[src/hdl/mpm_pkg.sv]
// ----------------------------------------------------------------------------
// mpm_pkg
// Shared types, widths and modular add/subtract helpers for the power mixer.
// ----------------------------------------------------------------------------
package mpm_pkg;

  localparam int DW   = 63;
  localparam int EXPW = 7;

  typedef struct packed {
    logic          first;
    logic [DW-1:0] a_value;
    logic [DW-1:0] b_power;
  } in_beat_t;

  typedef struct packed {
    logic [DW-1:0]   a_power;
    logic [EXPW-1:0] exponent;
    logic            overflow;
  } out_beat_t;

  // Sum of two reduced values, brought back below the modulus.
  function automatic logic [DW-1:0] add_mod(input logic [DW-1:0] x,
                                            input logic [DW-1:0] y,
                                            input logic [DW-1:0] p);
    logic [DW:0] s;
    logic [DW:0] d;
    s = {1'b0, x} + {1'b0, y};
    d = s - {1'b0, p};
    return (s >= {1'b0, p}) ? d[DW-1:0] : s[DW-1:0];
  endfunction

  // Difference of two reduced values, wrapped into the field.
  function automatic logic [DW-1:0] sub_mod(input logic [DW-1:0] x,
                                            input logic [DW-1:0] y,
                                            input logic [DW-1:0] p);
    return (x >= y) ? (x - y) : (x + (p - y));
  endfunction

endpackage

[src/hdl/mpm_modred.sv]
// ----------------------------------------------------------------------------
// mpm_modred
// Iterative reduction x mod p, one quotient bit per cycle (restoring).
// ----------------------------------------------------------------------------
module mpm_modred
  import mpm_pkg::*;
(
  input  logic          clk,
  input  logic          rst_n,
  input  logic          start,
  input  logic [DW-1:0] x,
  input  logic [DW-1:0] p,
  output logic          done,
  output logic [DW-1:0] r
);

  localparam int CNTW = $clog2(DW);

  logic            busy_r, busy_nxt;
  logic            done_r, done_nxt;
  logic [CNTW-1:0] cnt_r, cnt_nxt;
  logic [DW-1:0]   xs_r, xs_nxt;
  logic [DW-1:0]   rem_r, rem_nxt;
  logic [DW-1:0]   p_r, p_nxt;
  logic [DW:0]     trial;
  logic [DW:0]     trial_sub;

  // One restoring step: shift in the next dividend bit and subtract if possible.
  always_comb begin
    trial     = {rem_r, xs_r[DW-1]};
    trial_sub = trial - {1'b0, p_r};
    busy_nxt  = busy_r;
    done_nxt  = 1'b0;
    cnt_nxt   = cnt_r;
    xs_nxt    = xs_r;
    rem_nxt   = rem_r;
    p_nxt     = p_r;
    if (start) begin
      busy_nxt = 1'b1;
      cnt_nxt  = '0;
      xs_nxt   = x;
      rem_nxt  = '0;
      p_nxt    = p;
    end else if (busy_r) begin
      rem_nxt = (trial >= {1'b0, p_r}) ? trial_sub[DW-1:0] : trial[DW-1:0];
      xs_nxt  = {xs_r[DW-2:0], 1'b0};
      cnt_nxt = cnt_r + 1'b1;
      if (cnt_r == CNTW'(DW - 1)) begin
        busy_nxt = 1'b0;
        done_nxt = 1'b1;
      end
    end
  end

  always_ff @(posedge clk) begin
    if (!rst_n) begin
      busy_r <= 1'b0;
      done_r <= 1'b0;
      cnt_r  <= '0;
    end else begin
      busy_r <= busy_nxt;
      done_r <= done_nxt;
      cnt_r  <= cnt_nxt;
    end
    xs_r  <= xs_nxt;
    rem_r <= rem_nxt;
    p_r   <= p_nxt;
  end

  assign done = done_r;
  assign r    = rem_r;

endmodule

[config.mk]
export PLATFORM = sky130hd
export DESIGN_NAME = mpm_modred
export DESIGN_NICKNAME = d
export VERILOG_FILES = /design/src/hdl/mpm_pkg.sv /design/src/hdl/mpm_modred.sv
export SDC_FILE = /design/constraint.sdc
export NUM_CORES = 1
export LEC_CHECK = 0
export ABC_AREA = 0
export BUFFER_PORTS_ARGS = -buffer_cell sky130_fd_sc_hd__buf_2
export CAP_MARGIN = 30
export CORE_ASPECT_RATIO = 0.6
export CORE_MARGIN = 2
export CORE_UTILIZATION = 35
export DETAILED_ROUTE_END_ITERATION = 6
export GPL_ROUTABILITY_DRIVEN = 0
export PLACE_DENSITY = 0.52
export SLEW_MARGIN = 5
export SYNTH_ARGS = -nofsm -noshare
export SYNTH_HDL_FRONTEND = slang
export SYNTH_SLANG_ARGS = --single-unit
[constraint.sdc]
create_clock -name clk -period 3.9 [get_ports clk]
set_clock_uncertainty 0.2 [all_clocks]
set_input_delay 0.585 -clock clk [delete_from_list [all_inputs] [get_ports clk]]
set_output_delay 0.585 -clock clk [all_outputs]
set_load 0.02 [all_outputs]
==> impl_results.md, run 1 <==
* MaxCap Viol Count at 0
* H-tree depth at 4
* Syn Area/Cell at 9.604 µm²
* Clock root buffer: clkbuf_16
* HPWL after DPL at 25,510 µm
* Final Max Tran Viols at 0
* Share of the synthesized area in the top cell type at 32.48%
* Yosys cell types at 68
* Routed wire per std cell at 17.99 µm
* DRT Pass-1 Iters at 7
* DR DRC count at 0
* PD cells at 443.1 nW/µm²
* Peak supply drop at 347.8 µV
* CTS Buffer Depth at 2
* Tightest Pin Transition at 812.7 ps
* Layout area overhead at 18.45%
* Rel. slew slack at 45.82%
* R2R depth at 12
* Part of the Yosys area used for sequential elements at 44.68%
* Reg2reg start: p_r[3]
* Grt total ovfl at 0
* Crit path kind: reg -> reg
* Worst Path Arrival at 3840 ps
* Final setup viols at 0
* Row count at 51
* Largest net degree at the start of global routing at 65
* Hold crit path type: in -> reg
* Die area at 34,810 µm²
* Mapped Area at 11,650 µm²
* Post-CTS Hold Buffers at 0
* Psw at 2.110 mW
* Total GRT Usage at 19.44%
* Leak at 5.855 nW
* CP endpoint kind: flop
* Clk Latency, worst-skew pair at 460 ps
* Cts bufs inserted at 17
* Reg2reg end: r[59]
* Min cycle time layout at 3683 ps
* Synth area leaders: edfxtp_1, dfxtp_1, ha_1
* Tot Pwr at 6.115 mW
* Yosys top cell by area: edfxtp_1
* Share of cells above drive strength 1 at 23.67%
* Post-Route WL at 33,470 µm
* Starting Density at 35.73%
* Post-synthesis cell count at 1,213
* Fin crit share at 94.43%
* CP cell instances: inv_1, ha_1, and3_1, o21ai_1, a311o_1, a31oi_1, a211oi_2, o32a_1, o41a_1, nor3_1, mux2_2, o32ai_1
* First-pass GRT wire length at 52,790 µm
* Max Fclk at 271.5 MHz
* Count of buffers from port buffering at 192
* Worst path max stage delay at 420 ps
* EDFF count, synth at 126
* Cell count after placement at 1,821
* Vias in the first global route at 9,120
* Die Ht at 145.3 µm
* Total number of yosys warnings at 0
* CP endpoint: r[59]
* Ys async rst share at 0%
* Syn_nets at 1,408
* Critical Path RT at 4060 ps
* Pint at 4.005 mW
* Seq cells post-synth at 197
* Status: finished, final reports clean
* Crit-path slowest cell: a311o_1
* R2r setup slk at 220 ps
* Max FO, Critical Path at 5
* Antenna-violating nets left at 0
* RSZ-0062 raised after global routing: yes
* CTS tree: built
* Fin. Hold Viols at 0
* Vias per cell at 5.191
* Share of total power in combinational logic at 29.3%
* Initial detailed-routing violation count at 731
* Leading post-synthesis cells by instance count: nor2_1, edfxtp_1, a21oi_1, nand2_1, inv_1
* Worst Hold Launch: p[17]
* Clock power frac at 29.1%
* Sequential power share at 41.6%
* IO Pins at 193
* Final #Nets at 1,589
* Clock-pin transition on the worst setup and hold timing paths at 80 ps
* Hold_ws at 99.09 ps
* Final cell count without fillers at 1,860
* Setup TNS Final at 0 ps
* Num Clock Sinks at 197
* Die X at 239.5 µm
* Finished Core Util at 42.32%
* Launch point of the worst path: p_r[3]
* Main flop type after synthesis: edfxtp_1
* Cell with the most instances after synthesis: nor2_1
* Sw frac at 34.51%
* Total number of vias at 9,655
* Antenna violations before repair at 6
* Floorplan core area at 32,610 µm²
* Crit start category: flop
[worst max-delay path: cells and delay by family, from the launching register on]
kind	cells	cell delay [ps]
buf+inv	1	40
flops	1	320
fa+ha+maj	1	360
mux	1	370
compound gates	7	1850
simple gates	2	460
[cell families (layout without fill, tap and decap cells)]
logic type                 count (synthesis)  count (layout)  share of synthesized area, %
DFF                                      197             197                         44.68
and+or+nand+nor                          330             330                         12.82
adders and majority gates                 66              66                         7.153
muxes                                     77              77                         7.303
xor gates and xnor gates                  54              54                         4.060
buffers and inverters                    142             336                         4.897
other                                      0               3                             0
AOI/OAI and AO/OA                        347             347                         19.09
[flip-flops by register name, indices dropped and copies added, names as in the netlist]
register  flops
p_r          63
xs_r         63
busy_r        1
done          1
cnt_r         6
r            63
[area by class of cell]
class	count	area [µm²]
Clock buffer	18	429.2
Tap cell	450	563.0
Timing Repair Buffer	226	1247
Sequential cell	197	5209
Fill cell	3227	18810
Inverter	78	292.8
Multi-Input combinational cell	874	5891
Clock inverter	14	160.2
Antenna cell	3	7.507
[through the flow]
step	cell area (µm²)	setup slack [ps]
finish	13800	217.3
detailed placement	13160	124.0
global route	13790	-19.05
global placement	13160	179.3
CTS	13750	99.73
floorplan	11650	609.8
[worst min path at each step]
stage / end / slack [ps] / depth (start not counted)
6_report: p_r[17] / 100 / 1
5_1_grt: p_r[12] / 70 / 1
4_1_cts: p_r[5] / 70 / 1
3_5_place_dp: cnt_r[5] / 290 / 2
3_3_place_gp: cnt_r[5] / 280 / 2
2_1_floorplan: done / 260 / 2
[power by group through the flow]
stage               logic (mW)  clock network [mW]  registers, mW
CTS                       1.76                1.83           2.55
global placement          1.75                   0           2.59
detailed placement        1.75                   0           2.59
finish                    1.79                1.78           2.55
global route              1.97                1.92           2.57
floorplan                 1.16                   0           2.63
[timing repair]
item,CTS,global route
buffers inserted,0,4
endpoints found under the setup margin,0,12
resized for setup,0,5
[metal layers]
layer | part of all wire [%] | up-vias | track usage, %
met4 | 1.0 | 8 | 3.500
met1 | 54 | 4496 | 31.42
li1 | - | 4799 | -
met3 | 8.2 | 30 | 6.126
met2 | 37 | 322 | 24.55
met5 | 0.16 | - | 0
[cell usage in the layout (no fill, tap or decap), drive strengths merged, types with 9 or more instances in the layout]
cell type and instances:
buf 226, nor2 140, edfxtp 126, a21oi 118, inv 84, nand2 83
dfxtp 71, ha 65, mux2 64, a211oi 57, o21ai 54, xnor2 28
xor2 26, a21o 25, nand3 19, nand4 18, clkbuf 18, nor3 14
o21a 13, a31oi 13, mux2i 13, o211ai 10, and3 10, nand2b 9
o21bai 9
Power figures use the tool's default switching activity.
==> run 2: changes to the inputs <==
- CORE_UTILIZATION: 35 -> 57
- PLACE_DENSITY: 0.52 -> 0.79
==> impl_results.md, run 2 (synthesis results as in run 1) <==
* DR DRC count at 0
* Clock root buffer: clkbuf_16
* Post-CTS Setup Bufs at 0
* Met2 GRT Util at 37.08%
* Vias per cell at 5.954
* MaxCap Viol Count at 0
* Floorplan core area at 20,020 µm²
* Status: finished, final reports clean
* Antenna violations before repair at 5
* Min cycle time layout at 3685 ps
* CP endpoint kind: flop
* Cell count after placement at 1,633
* Reg2reg start: xs_r[62]
* Most common cell after layout, fill and taps aside: buf_2
* Layout area overhead at 15.42%
* Max Fclk at 271.3 MHz
* Fin crit share at 94.50%
* R2r setup slk at 210 ps
* Clk Latency, worst-skew pair at 450 ps
* Crit-path slowest cell: or4b_1
* Peak supply drop at 338.0 µV
* Gr busiest metal: met1
* First-pass GRT wire length at 47,600 µm
* Max FO, Critical Path at 9
* Antenna-violating nets left at 0
* Cts bufs inserted at 17
* Initial detailed-routing violation count at 1,025
* Post-Route WL at 30,050 µm
* Routed wire per std cell at 18.01 µm
* Share of cells above drive strength 1 at 22.49%
* Final setup viols at 0
* CTS tree: built
* Crit path kind: reg -> reg
* Tightest Pin Transition at 809.4 ps
* Die X at 188.6 µm
* PD cells at 450.2 nW/µm²
* Hold Path Depth at 1
* Clock-pin transition on the worst setup and hold timing paths at 80 ps
* DRT Pass-1 Iters at 5
* Setup TNS Final at 0 ps
* Die Ht at 114.7 µm
* Total number of vias at 9,932
* Most frequent cells in the layout: buf_2, nor2_1, edfxtp_1
* Rel. slew slack at 45.70%
* Critical Path RT at 4050 ps
* Crit start category: flop
* Die area at 21,640 µm²
* End of the worst hold path: p_r[0]
* HPWL after DPL at 22,150 µm
* Worst Path Arrival at 3840 ps
* H-tree depth at 4
* Met1 global-route usage at 41.84%
* Largest net degree at the start of global routing at 89
* IO Pins at 193
* Starting Density at 58.19%
* Worst path max stage delay at 600 ps
* Total GRT Usage at 27.93%
* CP cell instances: inv_1, ha_1, fa_1, nand2b_1, a21o_1, a31o_2, a21boi_1, o21ai_1, o211ai_1, a21oi_4, or4b_1, a211oi_1
* Final cell count without fillers at 1,668
* Met3 Track Usage GR at 10.84%
* Vias in the first global route at 9,028
* R2R depth at 12
* Reg2reg end: r[60]
* Num Clock Sinks at 197
* Worst Hold Launch: p[0]
* Fin. Hold Viols at 0
* Leak at 5.779 nW
* Launch point of the worst path: xs_r[62]
* Row count at 40
* Grt total ovfl at 0
* Count of buffers from port buffering at 192
* Hold crit path type: in -> reg
* CTS Buffer Depth at 2
* Final #Nets at 1,574
* RSZ-0062 raised after global routing: no
* Final Max Tran Viols at 0
-- run 2: power by group --
group | switching [mW] | leakage (nW) | internal, mW
Sequential | 0.124 | 1.84 | 2.43
Combinational | 1.05 | 3.66 | 0.681
Clock | 0.848 | 0.281 | 0.923
Total | 2.02 | 5.78 | 4.03
-- run 2: per-layer routing --
metal  share of wire, %  wire (µm)
met2                 39      11720
met3                 12       3674
met4                1.4        413
met5               0.10         31
met1                 47      14210
-- run 2: per-stage QoR --
step	instance area (µm²)	hold WS [ps]	power, mW	util, %	setup slack (ps)
final	13450	102.0	6.053	67.17	214.6
after global placement	12850	269.2	4.240	64.20	282.6
after global routing	13440	74.20	6.361	67.13	1.314
after floorplan	11650	257.6	3.795	-	609.8
after CTS	13430	85.45	6.049	67.08	171.0
after detailed placement	12850	288.6	4.273	64.20	185.3
-- run 2: area by class of cell --
type                    instances  area, µm²
clock buffers                  20      446.7
flip-flops and latches        197       5209
diodes                          3      7.507
fillers                      1598       6573
inverters                      78      292.8
clock inverters                12      130.1
repair buffers                211       1139
well taps                     273      341.6
multi-input cells             874       5881
-- run 2: worst max-delay path: cells and delay by family (launching register included) --
family	cells	cell delay [ps]
and+or+nand+nor	2	780
AOI/OAI and AO/OA	7	1580
buffers and inverters	1	50
DFF	1	350
adders and majority gates	2	630
-- run 2: repair_timing --
action                                  CTS  global route
resized for setup                         0             3
hold buffers                              0             0
endpoints found under the setup margin    0            25
-- run 2: how the worst max path moves through the flow --
stage	endpoint	cells past startpoint
global placement	r[60]	13
detailed placement	r[60]	13
global route	r[62]	13
floorplan	r[46]	13
finish	r[60]	12
CTS	r[60]	13
==> run 3: changes to the inputs <==
- CORE_ASPECT_RATIO: 0.6 -> not set
- CTS_BUF_LIST: not set -> sky130_fd_sc_hd__clkbuf_4 sky130_fd_sc_hd__clkbuf_8 sky130_fd_sc_hd__clkbuf_16
- MAX_ROUTING_LAYER: not set -> met4
==> impl_results.md, run 3 (synthesis results as in run 1) <==
* Antenna-violating nets left at 0
* DRT Pass-1 Iters at 6
* Grt total ovfl at 0
* Die Ht at 147.0 µm
* Crit path kind: reg -> reg
* IO Pins at 193
* Initial detailed-routing violation count at 740
* Worst Path Arrival at 3860 ps
* Post-CTS Resized at 0
* Routed wire per std cell at 17.11 µm
* Die area at 21,600 µm²
* Vias per cell at 5.813
* CP endpoint kind: flop
* Post-CTS Setup Bufs at 0
* First-pass GRT wire length at 45,840 µm
* Worst Hold Launch: p[9]
* Max Fclk at 270.1 MHz
* Reg2reg start: p_r[0]
* Peak supply drop at 296.0 µV
* Count of buffers from port buffering at 192
* Layout area overhead at 16.19%
* Final cell count without fillers at 1,671
* Status: finished, final reports clean
* Total GRT Usage at 27.05%
* Reg2reg end: r[60]
* RSZ-0062 raised after global routing: no
* Hold Path Depth at 1
* Final setup viols at 0
* R2r setup slk at 200 ps
* Most frequent cells in the layout: buf_2, nor2_1, edfxtp_1
* Fin crit share at 94.94%
* HPWL after DPL at 20,810 µm
* Finished Core Util at 67.11%
* Tightest Pin Transition at 748.0 ps
* DR DRC count at 0
* Row count at 52
* Clk Latency, worst-skew pair at 460 ps
* CTS Buffer Depth at 2
* Post-CTS Hold Buffers at 0
* Critical Path RT at 4060 ps
* H-tree depth at 4
* Starting Density at 57.76%
* Share of cells above drive strength 1 at 22.96%
* Setup TNS Final at 0 ps
* Worst path max stage delay at 480 ps
* Post-Route WL at 28,590 µm
* Total number of vias at 9,714
* Crit start category: flop
* Leak at 5.830 nW
* MaxCap Viol Count at 0
* Num Clock Sinks at 197
* Rel. slew slack at 49.82%
* Final #Nets at 1,580
* Tot Pwr at 6.160 mW
* Largest net degree at the start of global routing at 78
* Vias in the first global route at 9,521
* Final Max Tran Viols at 0
* PD cells at 455.1 nW/µm²
* Clock-pin transition on the worst setup and hold timing paths at 90 ps
* Antenna violations before repair at 3
* Cts bufs inserted at 17
* Fin. Hold Viols at 0
* End of the worst hold path: p_r[9]
* Max FO, Critical Path at 4
* CP cell instances: ha_1, fa_1, nand2b_1, a21o_1, a31o_2, a21boi_0, o2111ai_1, nand2_1, o21ai_1, nor3b_1, or4b_1, a211oi_1
* Clock root buffer: clkbuf_16
* Min cycle time layout at 3703 ps
* Cell count after placement at 1,634
* CTS tree: built
* Crit-path slowest cell: or4b_1
* R2R depth at 12
* Floorplan core area at 20,170 µm²
* Most common cell after layout, fill and taps aside: buf_2
* Die X at 147.0 µm
* Hold crit path type: in -> reg
* Hold_ws at 96.21 ps
run 3: cell count changes in the layout (fill, tap and decap cells not counted), sizes merged:
cell      before  now
clkinv         3    2
clkbuf        20   17
clkinvlp       1    0
a21oi        118  119
bufinv         1    0
inv           85   91
buf          211  216
run 3: how the worst max path moves through the flow:
| stage | depth (start not counted) | slack [ps] | startpoint | end |
|---|---|---|---|---|
| 2_1_floorplan | 13 | 610 | r[56] | r[46] |
| 3_3_place_gp | 13 | 290 | xs_r[62] | r[62] |
| 3_5_place_dp | 12 | 190 | p_r[58] | r[36] |
| 4_1_cts | 12 | 160 | p_r[58] | r[36] |
| 5_1_grt | 13 | 2 | xs_r[62] | r[62] |
| 6_report | 12 | 200 | p_r[0] | r[60] |
run 3: report_power, final:
| part | leakage (nW) | internal, mW | switching (mW) |
|---|---|---|---|
| Clock | 0.309 | 0.914 | 0.991 |
| Sequential | 1.84 | 2.43 | 0.122 |
| Combinational | 3.69 | 0.689 | 1.02 |
| Total | 5.83 | 4.03 | 2.13 |
run 3: routing by layer:
layer / global-route usage (%) / wire length (µm) / vias to the layer above
met5: - / 0 / -
met4: 9.615 / 675 / 0
met3: 8.012 / 2374 / 55
met2: 42.58 / 13380 / 362
met1: 33.39 / 12160 / 4514
li1: - / - / 4783
run 3: critical path: cells and delay by family (launching register included):
kind,cells,cell delay (ps)
fa+ha+maj,2,630
flops,1,390
compound gates,6,1340
simple gates,4,1050
run 3: area by class of cell:
class / instances / area (µm²)
Clock buffer: 17 / 425.4
Multi-Input combinational cell: 875 / 5883
Sequential cell: 197 / 5209
Tap cell: 270 / 337.8
Timing Repair Buffer: 216 / 1172
Antenna cell: 3 / 7.507
Fill cell: 1635 / 6634
Inverter: 78 / 292.8
Clock inverter: 15 / 207.7
run 3: metrics by stage:
step | cell area [µm²] | worst slack, ps
after floorplan | 11650 | 609.8
after global placement | 12880 | 288.2
after detailed placement | 12880 | 187.6
after CTS | 13510 | 159.3
after global routing | 13540 | 2.064
final | 13540 | 197.3
