## src/hdl/mpm_pkg.sv

```systemverilog
// ----------------------------------------------------------------------------
// mpm_pkg
// Shared types, widths and modular add/subtract helpers for the power mixer.
// ----------------------------------------------------------------------------
package mpm_pkg;

  localparam int DW   = 63;
  localparam int EXPW = 7;

  typedef struct packed {
    logic          first;
    logic [DW-1:0] a_value;
    logic [DW-1:0] b_power;
  } in_beat_t;

  typedef struct packed {
    logic [DW-1:0]   a_power;
    logic [EXPW-1:0] exponent;
    logic            overflow;
  } out_beat_t;

  // Sum of two reduced values, brought back below the modulus.
  function automatic logic [DW-1:0] add_mod(input logic [DW-1:0] x,
                                            input logic [DW-1:0] y,
                                            input logic [DW-1:0] p);
    logic [DW:0] s;
    logic [DW:0] d;
    s = {1'b0, x} + {1'b0, y};
    d = s - {1'b0, p};
    return (s >= {1'b0, p}) ? d[DW-1:0] : s[DW-1:0];
  endfunction

  // Difference of two reduced values, wrapped into the field.
  function automatic logic [DW-1:0] sub_mod(input logic [DW-1:0] x,
                                            input logic [DW-1:0] y,
                                            input logic [DW-1:0] p);
    return (x >= y) ? (x - y) : (x + (p - y));
  endfunction

endpackage

```

## src/hdl/mpm_mulmod.sv

```systemverilog
// ----------------------------------------------------------------------------
// mpm_mulmod
// Bit-serial modular multiply of two reduced operands, one multiplier bit
// per cycle with double-and-add.
// ----------------------------------------------------------------------------
module mpm_mulmod
  import mpm_pkg::*;
(
  input  logic          clk,
  input  logic          rst_n,
  input  logic          start,
  input  logic [DW-1:0] x,
  input  logic [DW-1:0] y,
  input  logic [DW-1:0] p,
  output logic          done,
  output logic [DW-1:0] r
);

  localparam int CNTW = $clog2(DW);

  logic            busy_r, busy_nxt;
  logic            done_r, done_nxt;
  logic [CNTW-1:0] cnt_r, cnt_nxt;
  logic [DW-1:0]   xa_r, xa_nxt;
  logic [DW-1:0]   yb_r, yb_nxt;
  logic [DW-1:0]   acc_r, acc_nxt;
  logic [DW-1:0]   p_r, p_nxt;

  // Add the shifted multiplicand when the current multiplier bit is set.
  always_comb begin
    busy_nxt = busy_r;
    done_nxt = 1'b0;
    cnt_nxt  = cnt_r;
    xa_nxt   = xa_r;
    yb_nxt   = yb_r;
    acc_nxt  = acc_r;
    p_nxt    = p_r;
    if (start) begin
      busy_nxt = 1'b1;
      cnt_nxt  = '0;
      xa_nxt   = x;
      yb_nxt   = y;
      acc_nxt  = '0;
      p_nxt    = p;
    end else if (busy_r) begin
      if (yb_r[0]) begin
        acc_nxt = add_mod(acc_r, xa_r, p_r);
      end
      xa_nxt  = add_mod(xa_r, xa_r, p_r);
      yb_nxt  = {1'b0, yb_r[DW-1:1]};
      cnt_nxt = cnt_r + 1'b1;
      if (cnt_r == CNTW'(DW - 1)) begin
        busy_nxt = 1'b0;
        done_nxt = 1'b1;
      end
    end
  end

  always_ff @(posedge clk) begin
    if (!rst_n) begin
      busy_r <= 1'b0;
      done_r <= 1'b0;
      cnt_r  <= '0;
    end else begin
      busy_r <= busy_nxt;
      done_r <= done_nxt;
      cnt_r  <= cnt_nxt;
    end
    xa_r  <= xa_nxt;
    yb_r  <= yb_nxt;
    acc_r <= acc_nxt;
    p_r   <= p_nxt;
  end

  assign done = done_r;
  assign r    = acc_r;

endmodule

```

## config.mk

```make
export PLATFORM = sky130hd
export DESIGN_NAME = mpm_mulmod
export DESIGN_NICKNAME = d
export VERILOG_FILES = /design/src/hdl/mpm_pkg.sv /design/src/hdl/mpm_mulmod.sv
export SDC_FILE = /design/constraint.sdc
export NUM_CORES = 1
export LEC_CHECK = 0
export ABC_AREA = 1
export BUFFER_PORTS_ARGS = -buffer_cell sky130_fd_sc_hd__buf_2
export CAP_MARGIN = 10
export CELL_PAD_IN_SITES_DETAIL_PLACEMENT = 1
export CELL_PAD_IN_SITES_GLOBAL_PLACEMENT = 1
export CORE_UTILIZATION = 47
export CTS_BUF_LIST = sky130_fd_sc_hd__clkbuf_8
export CTS_CLUSTER_SIZE = 12
export DETAILED_ROUTE_END_ITERATION = 8
export PLACE_DENSITY = 0.93
export SLEW_MARGIN = 20
export SYNTH_ARGS = -nofsm -noshare
export SYNTH_HDL_FRONTEND = slang
export SYNTH_SLANG_ARGS = --single-unit
```

## constraint.sdc

```tcl
create_clock -name clk -period 6.7 [get_ports clk]
set_input_delay 1.005 -clock clk [delete_from_list [all_inputs] [get_ports clk]]
set_output_delay 1.005 -clock clk [all_outputs]
set_load 0.005 [all_outputs]
```

==> results.md, run 1 <==
* Outcome: finished, final reports clean
* CTS tree: yes
* Critical path class: flop to flop
* Root buffer cell: clkbuf_8
* Fmax at 178 MHz
* Setup slack after placement at 1410 ps
* CP endpoint: r[22]
* First-pass GRT wire length at 178 mm
* CTS sink count at 260
* Die Footprint at 0.0559 mm2
* Slowest cell on crit path: edfxtp_1
* Net switching power at 6.51 mW
* Final hold slack at 502 ps
* Syn Area/Cell at 6.23 um2
* Vias per inst at 5.85
* VDD IR max at 0.000189 V
* Pwr dens at 408 mW/mm2
* Number of synthesized register bits at 260
* Critical Path Start Type: flop
* Critical Path Most Common Cell: nand2_1
* Flop pwr share at 20.7%
* Final setup vio count at 0
* P&R area growth vs syn at 10.9%
* Crit Path Max Fanout at 55
* Yosys cell types at 48
* Post-CTS Hold Buffers at 0
* Crit. End Element: flop
* Synthesized area at 0.0258 mm2
* Cell internal pwr at 5.18 mW
* Critical path's top delay family: simple AND/OR/NAND/NOR gates
* Min cycle time layout at 5600 ps
* R2R depth at 22
* Core footprint at 0.0540 mm2
* Vias in the first global route at 30400
* Total track usage at 42.4%
* Gate count of the mapped netlist at 4147
* CP arrival at 6060 ps
* Placement Rows at 85
* Ports at 256
* Worst path depth at 22
* Utilization after layout at 53.0%
* Setup WS post-layout at 1100 ps
* Maximum Capacitance Violations at 0
* Leak at 14.6 nW
* Drt drc at 0
* Slowest cell delay on critical path at 540 ps
* # resized after CTS at 0
* HP Class: flop to flop
* Clk_lat worst skew at 640 ps
* Placer Congestion at 1.04
* Critical path cell sequence: ha_1 -> nand2_1 -> nor2_1 -> nand2_1 -> nor4_1 -> nand2_1 -> nand2_1 -> nand2_1 -> nand2_1 -> nand2_1 -> nand2_1 -> inv_1 -> ha_1 -> a21oi_1 -> o21ai_0 -> a221oi_1 -> nand3_2 -> nor2_8 -> buf_4 -> nand3_1 -> nand3_1 -> a21oi_1
* RSZ-0062 raised after global routing: false
* Register area share after synthesis at 27.5%
* CP Buf/Inv Count at 2
* Die span in y at 236 um
* Net Sw Frac at 55.7%
* Final TNS setup at 0 ps
* Final setup skew at 41.6 ps
* Clock Power Share at 13.4%
* First drt pass iteration count at 5
* DP Wirelength at 98.8 mm
* Die width at 236 um
* Htree depth at 2
* Total power at 11.7 mW
* Starting Density at 47.8%
* Fin. Hold Viols at 0
* Flop-to-flop setup slack at 1100 ps
* Worst r2r src: xa_r[22]
* Port Buf Inserts at 255
* Period utilization at 83.7%
* 1st-iter DRT viols at 2704
* Setup Buffers After CTS at 0
* Critical path data required time at 7160 ps
* Worst setup path startpoint: xa_r[22]
* Max Slew Vio Count at 0
* Routed WL per cell at 23.5 um
* Warnings, synthesis at 0
* CTS Buf Count at 45
* Pin slew with the least headroom to its limit at 1100 ps
* Routed WL at 120 mm
* Slew HR at 26.9%
* GR Overflow Total at 0
* Logic pwr share at 65.9%
* Clk slew on worst S/H paths at 70 ps
* Routed Antenna Nets at 0
* Worst-case clock buffer depth at 3
* Mapped Nets at 4533
* Layout cells sized above 1 at 8.29%
* Largest net degree at the start of global routing at 92
* Via count at 29900
* Crit Reg-Reg Endpoint: r[22]
* Initial antenna violation count at 6
* Nets at 4767
stage by stage:
step	cells	cell area, um2
6_report	5114	28600
2_1_floorplan	4147	25800
4_1_cts	5111	28600
3_3_place_gp	5030	27700
3_5_place_dp	5030	27700
5_1_grt	5112	28600
power groups by stage:
stage | logic (mW) | registers, mW | clock network, mW
6_report | 7.70 | 2.42 | 1.57
5_1_grt | 8.37 | 2.41 | 1.63
4_1_cts | 7.46 | 2.38 | 1.58
3_5_place_dp | 7.36 | 2.40 | 0
3_3_place_gp | 7.14 | 2.38 | 0
2_1_floorplan | 5.10 | 2.18 | 0
layout by cell type, fill, tap and decap left out, drive strengths merged, types with 16 or more instances in the layout:
cell	count
nand2	1319
o21ai	237
ha	191
nor2	483
inv	649
clkinv	17
a21oi	312
a21o	25
nor3	43
edfxtp	189
nor4	16
o21bai	33
nand4	31
clkbuf	53
xor2	56
dfxtp	71
nand3	285
xnor2	46
buf	266
metal layers:
layer	track usage, %	up-vias	wire, um	part of all wire [%]
li1	-	13900	-	-
met1	55.0	14400	49200	41
met2	68.4	1309	54100	45
met3	6.55	327	10300	8.6
met4	21.4	8	6470	5.4
met5	0	-	54	0.045
cells in the mapped netlist (all sizes together):
| cell type | count | area (um2) |
|---|---|---|
| and3 | 3 | 18.8 |
| nand3 | 285 | 1440 |
| o21ai | 237 | 1190 |
| o21a | 12 | 90.1 |
| xnor2 | 46 | 403 |
| a31oi | 12 | 75.1 |
| o211ai | 15 | 113 |
| a21o | 25 | 188 |
| o21bai | 33 | 248 |
| a221oi | 1 | 8.76 |
| and2 | 2 | 12.5 |
| clkbuf | 45 | 169 |
| dfxtp | 71 | 1420 |
| inv | 640 | 2400 |
| nand2b | 1 | 6.26 |
| a211oi | 1 | 7.51 |
| nand4 | 31 | 194 |
| or2 | 9 | 56.3 |
| buf | 34 | 208 |
| a21boi | 14 | 105 |
| ha | 191 | 2390 |
| edfxtp | 189 | 5680 |
| nor3b | 1 | 7.51 |
| xor2 | 56 | 490 |
| nand3b | 14 | 105 |
| nor3 | 43 | 226 |
| o31ai | 1 | 7.51 |
| nand2 | 1319 | 4960 |
| clkinv | 1 | 3.75 |
| a21oi | 312 | 1570 |
| nor4 | 16 | 106 |
| o2111ai | 1 | 8.76 |
| nor2 | 483 | 1840 |
| fa | 3 | 60.1 |
worst min-delay path by stage:
stage | cells after the start | from | to | slack [ps]
6_report | 2 | r[59] | r[59] | 500
5_1_grt | 2 | r[58] | r[58] | 520
4_1_cts | 2 | r[3] | r[3] | 500
3_5_place_dp | 2 | r[3] | r[3] | 490
3_3_place_gp | 2 | r[3] | r[3] | 480
2_1_floorplan | 2 | r[0] | r[0] | 480
area by class of cell:
class | instances | area, um2
Clock inverter | 28 | 196
Tap cell | 696 | 871
Timing Repair Buffer | 266 | 1370
Clock buffer | 53 | 729
Antenna cell | 3 | 7.51
Sequential cell | 260 | 7100
Fill cell | 7664 | 25400
Inverter | 641 | 2410
Multi-Input combinational cell | 3167 | 16000
logic make-up after synthesis:
logic type,share of synthesized area [%]
AND/OR/NAND/NOR,34.8
buffers and inverters,10.8
AO/OA/AOI/OAI,14.0
flip-flops,27.5
adder cells (fa/ha/maj),9.49
XOR/XNOR,3.46
registers in the layout, summed over array words and instances (netlist names):
register	count
xa_r	63
yb_r	63
p_r	63
cnt_r	6
r	63
done	1
busy_r	1
worst reg2reg max path: stages, from the launching register on:
cell and delay, ps:
edfxtp_1 540, ha_1 420, nand2_1 130, nor2_1 270, nand2_1 170, nor4_1 400, nand2_1 100, nand2_1 190
nand2_1 220, nand2_1 130, nand2_1 50, nand2_1 130, inv_1 120, ha_1 390, a21oi_1 220, o21ai_0 150
a221oi_1 330, nand3_2 180, nor2_8 270, buf_4 540, nand3_1 230, nand3_1 160, a21oi_1 100
(Power assumes the default switching activity.)
==> run 2, diff against run 1 <==
- CORE_UTILIZATION: 47 -> 44
- PLACE_DENSITY: 0.93 -> 0.88
- clock period: 6.7 -> 5.35 ns (I/O delays scaled with it)
==> run 2 against run 1 <==
Net effect:
- sequential power increased by 24%
- sequential share of layout area down 0.071 points
- clock power rose by 8%
- flip-flop and latch count unchanged
- combinational power grew 23%
- hold slack worse by 170 ps
- count of clock-buffer cells in the layout fell by 7
- total power rose by 21%
==> results.md, run 2 (synthesis gave the netlist of run 1 again) <==
* Leak at 14.6 nW
* Critical path's top delay family: simple AND/OR/NAND/NOR gates
* Vias in the first global route at 29300
* M1 GR Usage at 49.4%
* R2R depth at 22
* Met2 Use GR at 61.5%
* Max Slew Vio Count at 0
* Crit Reg-Reg Endpoint: r[57]
* Core footprint at 0.0578 mm2
* Drt drc at 0
* M3 GR Usage at 5.21%
* Flop pwr share at 21.2%
* Fin. Hold Viols at 0
* Net Sw Frac at 55.6%
* Setup slack after placement at 175 ps
* CP arrival at 5550 ps
* Setup WS post-layout at 255 ps
* Outcome: finished, final reports clean
* Net switching power at 7.89 mW
* Starting Density at 44.7%
* Layout cells sized above 1 at 8.32%
* Clock Power Share at 11.9%
* Flop-to-flop setup slack at 260 ps
* Largest net degree at the start of global routing at 129
* Worst Hold Launch: p[30]
* Root buffer cell: clkbuf_8
* CTS tree: yes
* Final cell count without fillers at 5188
* Pin slew with the least headroom to its limit at 942 ps
* Critical path data required time at 5800 ps
* First drt pass iteration count at 5
* Routed Antenna Nets at 0
* DP Area at 0.0279 mm2
* Crit Path Max Fanout at 23
* Setup Buffers After CTS at 0
* VDD IR max at 0.000320 V
* P&R area growth vs syn at 11.2%
* Worst Hold End: p_r[30]
* HP Class: input pin to flop
* Hold Crit Depth at 1
* Routed WL per cell at 22.0 um
* Cell internal pwr at 6.30 mW
* Most common cell after layout, fill and taps aside: nand2_1
* Die span in y at 244 um
* Final setup skew at 56.5 ps
* Slew HR at 37.2%
* Critical Path Most Common Cell: nand2_1
* Total track usage at 37.6%
* Slowest cell on crit path: edfxtp_1
* Routed WL at 114 mm
* GR Overflow Total at 0
* Worst r2r src: xa_r[21]
* Critical path cell sequence: ha_1 -> nand2_1 -> nor2_1 -> nand2_1 -> nor4_2 -> nand2_1 -> nand2_1 -> nand2_1 -> nand2_1 -> nand2_1 -> nand2_1 -> inv_1 -> ha_1 -> a21oi_1 -> o21ai_0 -> a221oi_1 -> nand3_2 -> nor2_8 -> buf_4 -> nand3_1 -> nand3_1 -> a21oi_1
* Vias per inst at 5.57
* Port Buf Inserts at 255
* Die Footprint at 0.0597 mm2
* Slowest cell delay on critical path at 550 ps
* Critical path class: flop to flop
* DP Wirelength at 97.0 mm
* Nets at 4772
* Placement Rows at 88
* Maximum Capacitance Violations at 0
* Commonest non-fill, non-tap cells in the layout: nand2_1 (1314), inv_1 (649), nor2_1 (476)
* Worst-case clock buffer depth at 3
* Placer Congestion at 0.996
* Final TNS setup at 0 ps
* Via count at 28900
* Initial antenna violation count at 4
* Die width at 244 um
* Worst path depth at 22
* Placed Cells at 5105
* CTS sink count at 260
* Gr busiest metal: met2
* Clk slew on worst S/H paths at 70 ps
* Crit. End Element: flop
* First-pass GRT wire length at 170 mm
* FILL cells at 8148
* Post-CTS Hold Buffers at 0
* Fin area at 0.0287 mm2
* Ports at 256
* Htree depth at 2
* Pwr dens at 494 mW/mm2
* CTS Buf Count at 44
* CP Buf/Inv Count at 2
* Critical Path Start Type: flop
* Fmax at 196 MHz
* Logic pwr share at 66.9%
* Clk_lat worst skew at 650 ps
* Total power at 14.2 mW
* 1st-iter DRT viols at 2155
* Final setup vio count at 0
* Min cycle time layout at 5090 ps
* Period utilization at 95.2%
## run 2: worst reg2reg max path: cells and delay by family, from the launching register on
| kind | cells | cell delay [ps] |
|---|---|---|
| AO/OA/AOI/OAI | 4 | 820 |
| buffers and inverters | 2 | 390 |
| adder cells (fa/ha/maj) | 2 | 820 |
| AND/OR/NAND/NOR | 14 | 2350 |
| flip-flops | 1 | 550 |
## run 2: final cells by class
class                           instances  area (um2)  area share, %
Inverter                              641        2410           8.38
Timing Repair Buffer                  272        1480           5.15
Clock inverter                         35         153          0.532
Multi-Input combinational cell       3167       16000           55.7
Antenna cell                            2        5.00         0.0174
Sequential cell                       260        7100           24.7
Clock buffer                           46         633           2.20
Tap cell                              765         957           3.33
## run 2: metal layers
| metal | part of all wire (%) | vias up |
|---|---|---|
| met3 | 7.3 | 225 |
| met5 | 0.017 | - |
| met1 | 43 | 13800 |
| met4 | 4.5 | 2 |
| met2 | 45 | 1033 |
| li1 | - | 13900 |
## run 2: stage by stage
stage | hold slack, ps | util (%)
2_1_floorplan | 479 | -
3_3_place_gp | 479 | 48.3
3_5_place_dp | 484 | 48.3
4_1_cts | 300 | 49.6
5_1_grt | 322 | 49.7
6_report | 327 | 49.7
## run 2: how the worst max path moves through the flow
| stage | startpoint | endpoint | slack (ps) |
|---|---|---|---|
| floorplan | start | xa_r[0] | 990 |
| global placement | xa_r[21] | r[16] | 260 |
| detailed placement | xa_r[21] | r[12] | 180 |
| CTS | xa_r[21] | r[40] | 160 |
| global route | xa_r[21] | r[47] | -20 |
| finish | xa_r[21] | r[57] | 260 |
## run 2: timing repair
action	in CTS	in global routing
endpoints found under the setup margin	0	63
gates resized for setup	0	6
endpoints found under the hold margin	0	0
## run 2: power by group through the flow
stage | Combinational, mW | Clock, mW | Sequential [mW]
4_1_cts | 9.25 | 1.71 | 2.96
5_1_grt | 10.4 | 1.77 | 3.00
3_3_place_gp | 9.00 | 0 | 2.98
6_report | 9.50 | 1.69 | 3.01
2_1_floorplan | 6.39 | 0 | 2.73
3_5_place_dp | 9.19 | 0 | 3.00
==> run 3, diff against run 2 <==
- CORE_UTILIZATION: 44 -> 30
- PLACE_DENSITY: 0.88 -> 0.65
==> run 3 against run 2 <==
Net effect:
- setup slack gained 81 ps
- register-to-register slack better by 80 ps
- flip-flop and latch count stayed put
- first-iteration DRC count is 17% lower
- combinational power increased by 1%
- global-route usage is 11 points lower
- clock power up 8%
- critical path depth increased by 6
==> results.md, run 3 (synthesis gave the netlist of run 1 again) <==
* Routed WL per cell at 21.4 um
* RSZ-0062 raised after global routing: false
* Starting Density at 30.3%
* Most common cell after layout, fill and taps aside: nand2_1
* Crit Path Max Fanout at 32
* Critical path data required time at 5920 ps
* Ports at 256
* Outcome: finished, final reports clean
* Core footprint at 0.0851 mm2
* Die Footprint at 0.0873 mm2
* DP Area at 0.0284 mm2
* Critical path class: flop to flop
* First drt pass iteration count at 5
* Crit. End Element: flop
* Initial antenna violation count at 3
* Port Buf Inserts at 255
* CP arrival at 5590 ps
* Worst Hold Launch: p[15]
* Post-CTS Hold Buffers at 0
* Setup WS post-layout at 336 ps
* Die width at 295 um
* R2R depth at 28
* Final TNS setup at 0 ps
* Vias per inst at 5.03
* Leak at 14.7 nW
* P&R area growth vs syn at 13.8%
* Commonest non-fill, non-tap cells in the layout: nand2_1 (1313), inv_1 (653), nor2_1 (475)
* Routed WL at 119 mm
* Crit Reg-Reg Endpoint: r[53]
* Pin slew with the least headroom to its limit at 892 ps
* Slowest cell delay on critical path at 560 ps
* GR Overflow Total at 0
* VDD IR max at 0.000267 V
* CTS Buf Count at 47
* Final setup vio count at 0
* Vias in the first global route at 28700
* Period utilization at 93.7%
* CTS tree: yes
* Hold Crit Depth at 1
* Slew HR at 40.5%
* Maximum Capacitance Violations at 0
* Clk_lat worst skew at 650 ps
* Critical Path Most Common Cell: nand2_1
* Worst-case clock buffer depth at 3
* Placed Cells at 5491
* Die span in y at 295 um
* DP Wirelength at 102 mm
* 1st-iter DRT viols at 1788
* Total track usage at 27.0%
* Placer Congestion at 0.995
* Routed Antenna Nets at 0
* Via count at 28000
* Final cell count without fillers at 5580
* Max Slew Vio Count at 0
* Clk slew on worst S/H paths at 70 ps
* Setup slack after placement at 106 ps
* Worst Hold End: p_r[15]
* Worst r2r src: xa_r[29]
* Slowest cell on crit path: edfxtp_1
* Fin. Hold Viols at 0
* CTS sink count at 260
* Min cycle time layout at 5010 ps
* Layout cells sized above 1 at 8.68%
* Fin area at 0.0294 mm2
* Htree depth at 2
* Nets at 4784
* Drt drc at 0
* Pwr dens at 491 mW/mm2
* First-pass GRT wire length at 175 mm
* Final setup skew at 34.5 ps
* Critical Path Start Type: flop
* Fmax at 199 MHz
* Flop-to-flop setup slack at 340 ps
* Root buffer cell: clkbuf_8
* Placement Rows at 107
* Largest net degree at the start of global routing at 158
* HP Class: input pin to flop
-- run 3: cell types whose count changed in the layout (fill, tap and decap cells not counted), sizes merged --
cell      delta
bufinv       +2
clkbuf       +2
clkinvlp     -1
buf          +8
diode        +1
inv          +4
clkinv       -3
-- run 3: power breakdown --
part / leakage [nW] / internal (mW) / switching (mW)
registers: 2.48 / 2.53 / 0.477
clock network: 0.512 / 0.918 / 0.916
logic: 11.7 / 3.03 / 6.57
total: 14.7 / 6.48 / 7.97
-- run 3: how the worst max path moves through the flow --
stage | startpoint | endpoint | slack, ps | depth (start not counted)
2_1_floorplan | start | xa_r[0] | 990 | 3
3_3_place_gp | xa_r[22] | r[50] | 120 | 24
3_5_place_dp | xa_r[22] | r[50] | 110 | 24
4_1_cts | xa_r[22] | r[50] | 80 | 24
5_1_grt | xa_r[31] | r[43] | 5 | 25
6_report | xa_r[29] | r[53] | 340 | 28
-- run 3: metal layers --
layer | global-route usage (%) | vias up | share of wire, %
li1 | - | 13900 | -
met3 | 2.62 | 184 | 4.2
met1 | 36.3 | 13300 | 46
met4 | 9.90 | 0 | 4.0
met5 | 0 | - | 0
met2 | 44.5 | 630 | 45
-- run 3: metrics by stage --
step	power (mW)	utilization, %	hold slack [ps]
2_1_floorplan	9.11	-	479
3_3_place_gp	12.3	33.4	481
3_5_place_dp	12.4	33.4	484
4_1_cts	14.3	34.4	279
5_1_grt	15.6	34.5	303
6_report	14.4	34.5	325
-- run 3: critical path: cells and delay by family, from the launching register on --
kind	cells	cell delay (ps)
XOR/XNOR	1	250
adder cells (fa/ha/maj)	2	830
buffers and inverters	4	460
flip-flops	1	560
AND/OR/NAND/NOR	21	2830
-- run 3: final cells by class --
| cell class | instances | area (um2) |
|---|---|---|
| clock inverter | 37 | 215 |
| clock buffer | 47 | 647 |
| inverter | 641 | 2410 |
| antenna | 3 | 7.51 |
| tap | 1144 | 1430 |
| sequential | 260 | 7100 |
| timing repair buffer | 281 | 1570 |
| multi-input combinational | 3167 | 16000 |
| fill | 11400 | 55800 |
-- run 3: timing repair --
item | 4_1_cts | 5_1_grt
endpoints found under the hold margin | 0 | 0
endpoints found under the setup margin | 0 | 63
setup buffers | 0 | 1
gates resized for setup | 0 | 10
